[src/hdl/kmc_divider.sv]
// Iterative signed divider, one quotient bit per cycle, truncating toward zero.
module kmc_divider #(
    parameter int SUM_W = 21,
    parameter int CNT_W = 6
) (
    input  logic                    i_clk,
    input  logic                    i_rst_n,
    input  logic                    i_start,
    input  logic signed [SUM_W-1:0] i_dividend,
    input  logic        [CNT_W-1:0] i_divisor,
    output logic                    o_done,
    output logic signed [SUM_W-1:0] o_quot
);

    localparam int STEP_W = $clog2(SUM_W + 1);

    logic [SUM_W-1:0]  r_q;
    logic [CNT_W-1:0]  r_rem;
    logic [CNT_W-1:0]  r_div;
    logic              r_neg;
    logic              r_busy;
    logic              r_done;
    logic [STEP_W-1:0] r_step;

    logic [CNT_W:0]    w_trial;
    logic              w_fit;
    logic [CNT_W:0]    w_diff;
    logic [SUM_W-1:0]  w_mag;

    assign w_mag   = i_dividend[SUM_W-1] ? SUM_W'(-i_dividend) : SUM_W'(i_dividend);
    assign w_trial = {r_rem, r_q[SUM_W-1]};
    assign w_fit   = w_trial >= {1'b0, r_div};
    assign w_diff  = w_trial - {1'b0, r_div};

    always_ff @(posedge i_clk) begin
        if (!i_rst_n) begin
            r_busy <= 1'b0;
            r_done <= 1'b0;
            r_step <= '0;
        end else if (i_start) begin
            r_q    <= w_mag;
            r_rem  <= '0;
            r_div  <= i_divisor;
            r_neg  <= i_dividend[SUM_W-1];
            r_busy <= 1'b1;
            r_done <= 1'b0;
            r_step <= '0;
        end else if (r_busy) begin
            r_rem  <= w_fit ? w_diff[CNT_W-1:0] : w_trial[CNT_W-1:0];
            r_q    <= {r_q[SUM_W-2:0], w_fit};
            r_step <= r_step + STEP_W'(1);
            if (r_step == STEP_W'(SUM_W - 1)) begin
                r_busy <= 1'b0;
                r_done <= 1'b1;
            end
        end else begin
            r_done <= 1'b0;
        end
    end

    assign o_done = r_done;
    assign o_quot = r_neg ? $signed(SUM_W'(-r_q)) : $signed(r_q);

endmodule

[config.mk]
export PLATFORM = sky130hd
export DESIGN_NAME = kmc_divider
export DESIGN_NICKNAME = d
export VERILOG_FILES = /design/src/hdl/kmc_divider.sv
export SDC_FILE = /design/constraint.sdc
export NUM_CORES = 1
export LEC_CHECK = 0
export BUFFER_PORTS_ARGS = -buffer_cell sky130_fd_sc_hd__clkbuf_2
export CAP_MARGIN = 30
export CORE_MARGIN = 3
export CORE_UTILIZATION = 45
export CTS_CLUSTER_SIZE = 30
export DETAILED_ROUTE_END_ITERATION = 10
export PLACE_DENSITY = 0.77
export SETUP_SLACK_MARGIN = 0.15
export SYNTH_ARGS = -nofsm -noshare
export SYNTH_HDL_FRONTEND = slang
export SYNTH_SLANG_ARGS = --single-unit
[constraint.sdc]
create_clock -name i_clk -period 1.77 [get_ports i_clk]
set_input_delay 0 -clock i_clk [delete_from_list [all_inputs] [get_ports i_clk]]
set_output_delay 0 -clock i_clk [all_outputs]
set_load 0.02 [all_outputs]
Yosys cells after proc, flatten, opt, wreduce, memory -nomap -nowiden
Cells that the tools add are included.
{ "word_totals": {"reg_bits": 41, "out_inout_bits": 22, "elab_cells": 29} }
{ "classes": {"add_sub_neg": 4, "magnitude_cmp": 1, "eq_ne": 1, "muxes": 9, "n_bitwise": 2, "reduce_logical": 5} }
{ "ops": {"columns": ["operator", "n"], "rows": [
  ["21-bit 2-to-1 mux", 4],
  ["21-bit negation", 2],
  ["6-bit 2-to-1 mux", 2],
  ["7-bit by 6-bit greater-or-equal comparator with 1-bit output", 1],
  ["6-bit subtractor", 1],
  ["5-bit by 1-bit adder with 5-bit output (second input constant)", 1],
  ["5-bit equality test (second input constant)", 1],
  ["2-bit AND reduction", 2],
  ["1-bit 2-to-1 mux", 3],
  ["3-bit OR reduction", 1],
  ["1-bit inverter", 2],
  ["2-bit nonzero test", 1],
  ["2-bit OR reduction", 1]
]} }

Logic depth before layout (Yosys ltp)
Gate-level depths: netlist (run 1).
{ "logic_depth": {"word_depth": 4, "ltp_mapped": 8} }

Worst setup path before layout (run 1)
OpenSTA, ideal clock, no wires.
{ "synth_path": {"path_type": "register to register", "startpoint": "register r_rem[0]", "endpoint": "register r_rem[5] (data pin)", "setup_time_ns": 0.176, "t_arrival_ns": 1.619, "required_ns": 1.594, "setup_slack_ns": -0.025, "stages_incl_launch_ff": 7, "n_path_buf": 0, "path_cell_list": "edfxtp_1 > ha_1 > nor2b_1 > o31a_1 > o21a_1 > o21a_1 > o32ai_1"} }
{ "synth_between": {"elab_chain_cells": 3, "elab_cells_between_ends": 4, "classes_between": "add/sub: 1; order compare: 1; mux: 2"} }
{ "synth_lines": {"columns": ["element", "line", "text"], "rows": [
  ["from (decl)", "18", "logic [CNT_W-1:0] r_rem;"],
  ["from (signal assigned)", "49", "r_rem <= w_fit ? w_diff[CNT_W-1:0] : w_trial[CNT_W-1:0];"],
  ["6-bit subtractor / 7-bit by 6-bit greater-or-equal comparator with 1-bit output (equally long branches)", "33, 32", null],
  ["6-bit 2-to-1 mux *", "49", null],
  ["6-bit 2-to-1 mux *", "48", "end else if (r_busy) begin"]
]} }
Every way passes the cells marked *; elsewhere a longest branch is shown, timed or not. The select of a mux whose other input is x is not followed.
A chain may end at the register's enable or synchronous reset.

Worst setup path after layout (run 1)
{ "layout_path": {"startpoint": "register r_q[5]", "endpoint": "output port o_quot[18]"} }
{ "layout_between": {"elab_chain_cells": 2} }
{ "layout_lines": {"columns": ["element", "line", "text"], "rows": [
  ["from (decl)", "17", "logic [SUM_W-1:0] r_q;"],
  ["from (signal assigned)", "41", "r_q <= w_mag;"],
  ["from (signal assigned)", "50", "r_q <= {r_q[SUM_W-2:0], w_fit};"],
  ["21-bit negation", "62", "assign o_quot = r_neg ? $signed(SUM_W'(-r_q)) : $signed(r_q);"],
  ["21-bit 2-to-1 mux", "62", null],
  ["to (decl)", "12", "output logic signed [SUM_W-1:0] o_quot"]
]} }
No other way between the ends.

==> results of run 1 <==
logic make-up after synthesis:
kind of cell / synth area share (%)
DFF: 41.6
xor gates and xnor gates: 13.5
muxes: 1.44
and+or+nand+nor: 17.5
buffers and inverters: 3.90
adders and majority gates: 5.65
AOI/OAI and AO/OA: 16.4
synthesized netlist by cell type:
cell type   n  area (sq um)
nor4_1      1          6.26
and4b_1     1          10.0
nor3_2      2          20.0
o21ai_0    14          70.1
or2_1       1          6.26
or3_1       1          6.26
o21ai_2     1          8.76
edfxtp_1   34          1020
nor3_1      4          20.0
xor2_1     21           184
a31oi_1     1          6.26
nand2_2     1          6.26
o22ai_1     1          6.26
a21oi_1    21           105
nand2b_1    3          18.8
o31a_1      1          8.76
o41ai_1     3          26.3
nand4_1     5          31.3
nor2_1     37           139
o31ai_4     2          42.5
nor4_4      2          42.5
a211oi_1    3          22.5
xnor2_1    22           193
nand4b_1    2          17.5
nand3_1     5          25.0
or3_4       1          11.3
buf_4       1          7.51
nor3b_1     1          7.51
nor2b_1     3          18.8
or2_2       1          6.26
o31ai_1     8          60.1
ha_1       11           138
mux2i_1     4          40.0
o21a_1      4          30.0
nand3b_1    1          7.51
dfxtp_1     7           140
o2111a_1    1          11.3
inv_1      17          63.8
clkbuf_1   10          37.5
o32ai_1     2          17.5
fa_1        1          20.0
a21boi_0    2          15.0
o31ai_2     1          12.5
nand2_1    23          86.3
a21o_1      2          15.0
metal layers:
| metal | GRT usage (%) | wire [microns] | up-vias |
|---|---|---|---|
| met3 | 3.83 | 435 | 19 |
| met2 | 38.7 | 4750 | 98 |
| li1 | - | - | 1270 |
| met5 | 0 | 0 | - |
| met1 | 26.8 | 3390 | 1300 |
| met4 | 7.91 | 196 | 0 |
final timing paths:
path / endpoint / slack, ns / depth (start not counted)
hold reg to reg: r_step[3] / 0.57 / 2
setup / recovery: o_quot[18] / -0.36 / 6
hold / removal: r_rem[3] / 0.08 / 2
setup reg to reg: r_rem[5] / -0.24 / 6
flip-flops by register name, indices dropped and copies added, names as in the netlist:
name    cells
r_rem       6
r_busy      1
r_neg       1
r_step      5
r_q        21
r_div       6
o_done      1
metrics by stage:
stage	cells	setup TNS, ns	util, %
2_1_floorplan	290	0	-
3_3_place_gp	446	-0.140	58.0
3_5_place_dp	446	-0.366	58.0
4_1_cts	474	-2.59	66.9
5_1_grt	484	-4.78	72.3
6_report	484	-3.35	72.3
area by class of cell:
cell class,count,area [sq um]
Tap cell,75,93.8
Clock buffer,5,68.8
Clock inverter,3,65.1
Sequential cell,41,1160
Multi-Input combinational cell,222,1960
Timing Repair Buffer,121,893
Fill cell,381,1650
Inverter,17,63.8
worst reg2reg max path, delay by kind of cell (launching register included):
kind,cells,cell delay [ns]
AO/OA/AOI/OAI,3,0.63
flip-flops,1,0.47
AND/OR/NAND/NOR,2,0.38
adder cells (fa/ha/maj),1,0.27
power groups by stage:
stage / Sequential [uW] / Clock (uW) / Combinational [uW]
floorplan: 1200 / 0 / 469
detailed placement: 1210 / 0 / 770
global placement: 1200 / 0 / 752
CTS: 1180 / 896 / 935
finish: 1190 / 905 / 1140
global route: 1200 / 938 / 1220
what timing repair did:
item,CTS,global route
hold buffers,7,0
endpoints found under the hold margin,7,0
gates cloned,1,0
setup buffers,12,10
pin swaps,19,21
setup endpoints to repair,26,27
gates resized for setup,54,62
==> run summary, run 1 <==
Status = finished with violations
Failing checks = setup timing
# diodes = 0
DRC = 0
Clk pwr share = 28.0%
Max VDD drop = 0.439 mV
Seq/Total Area, Yosys = 41.6%
Clock buffer depth = 2
# Max-Cap Violations = 0
Crit path from = r_q[5]
Largest net degree at the start of global routing = 29
Vias in the first global route = 2569
Worst-path clk slew = 0.09 ns
Register bit total from synthesis = 41
Final worst path period share = 120%
Bufs and invs on worst path = 1
Cells after synthesis = 290
Via density per instance = 5.55
Final Hold Fails = 0
CTS buffer count = 5
CTS tree = done
Port bufs = 51
Die area = 7180 sq um
Core Box Area = 5960 sq um
Highest clock rate = 0.470 GHz
Worst-Margin Slew = 0.414 ns
Dpl hpwl = 5050 microns
CTS sink count = 41
CP endpoint kind = primary output
Commonest non-fill, non-tap cell in the layout = buf_4
DRT antenna net count = 0
Initial antenna violation count = 0
Clk_skew = 0.0132 ns
Synthesized Nets = 332
WL/cell = 18.1 microns
Worst setup margin = -0.359 ns
Pre-CTS setup slack = -0.103 ns
Cell family with most CP delay = simple AND/OR/NAND/NOR gates
Min-delay worst type = input pin to flop
Final wirelength = 8770 microns
Required time of the critical path = 1.77 ns
Switch share = 30.7%
Commonest cells after routing, fill and taps aside = buf_4, edfxtp_1, nor2_1, clkbuf_2, xor2_1
DRT Pass-1 Iters = 4
Setup violators final = 21
Netlist cell types = 45
DP Area = 3450 sq um
Final worst path period need = 2.13 ns
Cell row count = 28
Combinational fraction of design power = 35.2%
I/O pins = 52
Slew Limit Fails = 0
Synthesized area per cell = 9.62 sq um
Reg2reg start = r_rem[0]
Grt total ovfl = 0
RSZ-0062 raised after global routing = yes
Starting DRT DRC Count = 217
Startpoint Class = flop
Reg power frac = 36.8%
Global-route usage over all layers = 22.0%
First-pass GRT wire length = 12500 microns
Die Y = 84.7 microns
Leak pwr = 0.00176 uW
Root buffer selected by CTS = clkbuf_8
CP Cell Sequence = nor4_4 > nand2_2 > or3_4 > o31ai_4 > xnor2_2 > clkbuf_8
Synth Warn # = 0
Layout area overhead = 54.4%
WS Path Type = flop to primary output
Via count = 2687
Worst hold slack = 0.0825 ns
Crit path DAT = 2.13 ns
H-tree Lvls = 2
Worst-path maximum fanout = 4
Rel. slew slack = 72.2%
Share of layout cells above drive strength 1 = 45.5%
Pwr Total = 3240 uW
Die width = 84.7 microns
Post-synth design cell area = 2790 sq um
Critical path's largest stage delay = 0.44 ns
Post-Layout Inst Area = 4310 sq um
Routability cong. = 0.842
Initial Util = 46.8%
Worst hold start = i_start
Crit-path slowest cell = edfxtp_1
Switching power = 992 uW
Power Internal = 2240 uW
PwrDens = 751 nW/um^2
# nets final = 450
Clk Latency, worst-skew pair = 0.31 ns
Note: power is estimated with default switching activity, not from simulation.
==> run 2, diff against run 1 <==
BUFFER_PORTS_ARGS = default   (was -buffer_cell sky130_fd_sc_hd__clkbuf_2)
DONT_BUFFER_PORTS = 1   (was default)
PLACE_DENSITY = 0.7   (was 0.77)
==> run 2 against run 1 <==
Against the previous run: the flow finishes with violations (hold timing, setup timing); via count shrank 10%; sequential cell count is the same; global-route usage shrank 2.2 points; sequential share of layout area grew 2.4 points; sequential power is essentially flat; largest power group unchanged; clock-buffer cell count grew 1; utilization shrank 5.9 points.
==> run summary, run 2 (synthesis results as in run 1) <==
Cell row count = 28
Met3 GRT Util = 3.73%
DRT antenna net count = 0
DRC = 0
Bufs and invs on worst path = 0
Storage cell area = 1160 sq um
Status = finished with violations
Crit path DAT = 2.05 ns
Final wirelength = 7090 microns
# diodes = 0
Dpl hpwl = 4560 microns
Clk pwr share = 22.6%
Slew Limit Fails = 0
Fill cell count = 447
Power Internal = 1840 uW
Reg power frac = 44.1%
Largest Register = r_q
CTS sink count = 41
Switch share = 31.4%
# nets final = 400
Routability cong. = 0.830
Clk Latency, worst-skew pair = 0.30 ns
Switching power = 844 uW
Pwr Total = 2680 uW
Final Hold Fails = 1
Max FFs per register = 21
Rel. slew slack = 73.8%
RSZ-0062 raised after global routing = yes
Final worst path period need = 2.05 ns
Clock buffer depth = 2
Via count = 2411
Share of layout cells above drive strength 1 = 34.5%
Worst-path maximum fanout = 4
Grt peak-use layer = met2
Min-delay worst type = input pin to flop
Commonest cells after routing, fill and taps aside = buf_4, nor2_1, edfxtp_1, xor2_1, a21oi_1
Worst setup margin = -0.275 ns
Vias in the first global route = 2384
Layout area overhead = 41.7%
Setup violators final = 19
Die area = 7180 sq um
Worst-Margin Slew = 0.390 ns
Highest clock rate = 0.489 GHz
Startpoint Class = flop
Die Y = 84.7 microns
# Max-Cap Violations = 0
Starting DRT DRC Count = 172
First-pass GRT wire length = 11600 microns
Core Box Area = 5960 sq um
Via density per instance = 5.56
CP Cell Sequence = nor4_4 > nand2_2 > or3_4 > o31ai_4 > xnor2_2
I/O pins = 52
Final core utilization = 66.4%
Final worst path period share = 116%
Global-route usage over all layers = 19.8%
Commonest non-fill, non-tap cell in the layout = buf_4
Largest regs = r_q x21, r_div x6, r_rem x6
WS Path Type = flop to primary output
CP endpoint kind = primary output
Met2 Usage GRT = 32.1%
Critical path's largest stage delay = 0.44 ns
WL/cell = 16.3 microns
H-tree Lvls = 2
Worst-path clk slew = 0.08 ns
Required time of the critical path = 1.77 ns
DRT Pass-1 Iters = 4
Die width = 84.7 microns
Failing checks = hold timing, setup timing
PwrDens = 679 nW/um^2
Worst hold slack = -0.0000792 ns
Root buffer selected by CTS = clkbuf_8
Clk_skew = 0.00896 ns
Max VDD drop = 0.389 mV
CTS tree = done
M1 GR Usage = 26.9%
Grt total ovfl = 0
Leak pwr = 0.00154 uW
Largest net degree at the start of global routing = 48
Combinational fraction of design power = 33.3%
CTS buffer count = 5
Cell family with most CP delay = simple AND/OR/NAND/NOR gates
Port bufs = 0
Initial Util = 46.8%
Initial antenna violation count = 0
Area of the multi-input gates = 1920 sq um
Crit-path slowest cell = edfxtp_1
[run 2: worst paths after layout]
kind | startpoint | endpoint | slack, ns | depth (start not counted)
hold / removal | i_dividend[9] | r_q[9] | -0.00008 | 2
setup / recovery | r_q[5] | o_quot[20] | -0.28 | 5
setup reg to reg | r_div[1] | r_rem[5] | -0.09 | 7
hold reg to reg | r_step[4] | r_step[4] | 0.52 | 2
[run 2: what timing repair did]
| item | 4_1_cts | 5_1_grt |
|---|---|---|
| buffers inserted | 7 | 4 |
| pin swaps | 12 | 13 |
| gates resized for setup | 55 | 18 |
| endpoints found under the setup margin | 23 | 24 |
| hold buffers | 18 | 0 |
| endpoints found under the hold margin | 39 | 0 |
[run 2: worst reg2reg max path, stage by stage (launching register included)]
cell	delay, ns
edfxtp_1	0.41
inv_2	0.09
ha_4	0.20
nor2b_1	0.14
o31a_1	0.27
o21a_1	0.19
nor3_1	0.19
o32ai_2	0.12
[run 2: final cells by class]
| type | instances | share of cell area [%] |
|---|---|---|
| Clock buffer | 6 | 1.84 |
| Clock inverter | 2 | 0.253 |
| Inverter | 17 | 1.61 |
| Multi-Input combinational cell | 221 | 48.6 |
| Sequential cell | 41 | 29.4 |
| Tap cell | 75 | 2.37 |
| Timing Repair Buffer | 72 | 16.0 |
[run 2: routing by layer]
layer	part of all wire (%)	vias to the layer above
met2	48	100
met4	2.5	0
met5	0	-
li1	-	1173
met3	7.0	18
met1	42	1120
[run 2: through the flow]
step / worst slack [ns] / setup TNS [ns] / hold slack [ns] / cell area [sq um] / instances
floorplan: 0.0224 / 0 / 0.0989 / 2830 / 290
global placement: 0.00693 / 0 / 0.0989 / 3220 / 398
detailed placement: -0.0848 / -0.194 / 0.0989 / 3220 / 398
CTS: -0.248 / -2.02 / 0.000557 / 3860 / 431
global route: -0.425 / -5.04 / 0.0164 / 3950 / 434
finish: -0.275 / -2.36 / -0.0000792 / 3950 / 434
[run 2: power by group through the flow]
stage / registers [uW] / logic (uW) / clock network [uW]
CTS: 1180 / 858 / 615
finish: 1180 / 894 / 605
detailed placement: 1200 / 675 / 0
floorplan: 1200 / 469 / 0
global route: 1190 / 967 / 652
global placement: 1200 / 667 / 0
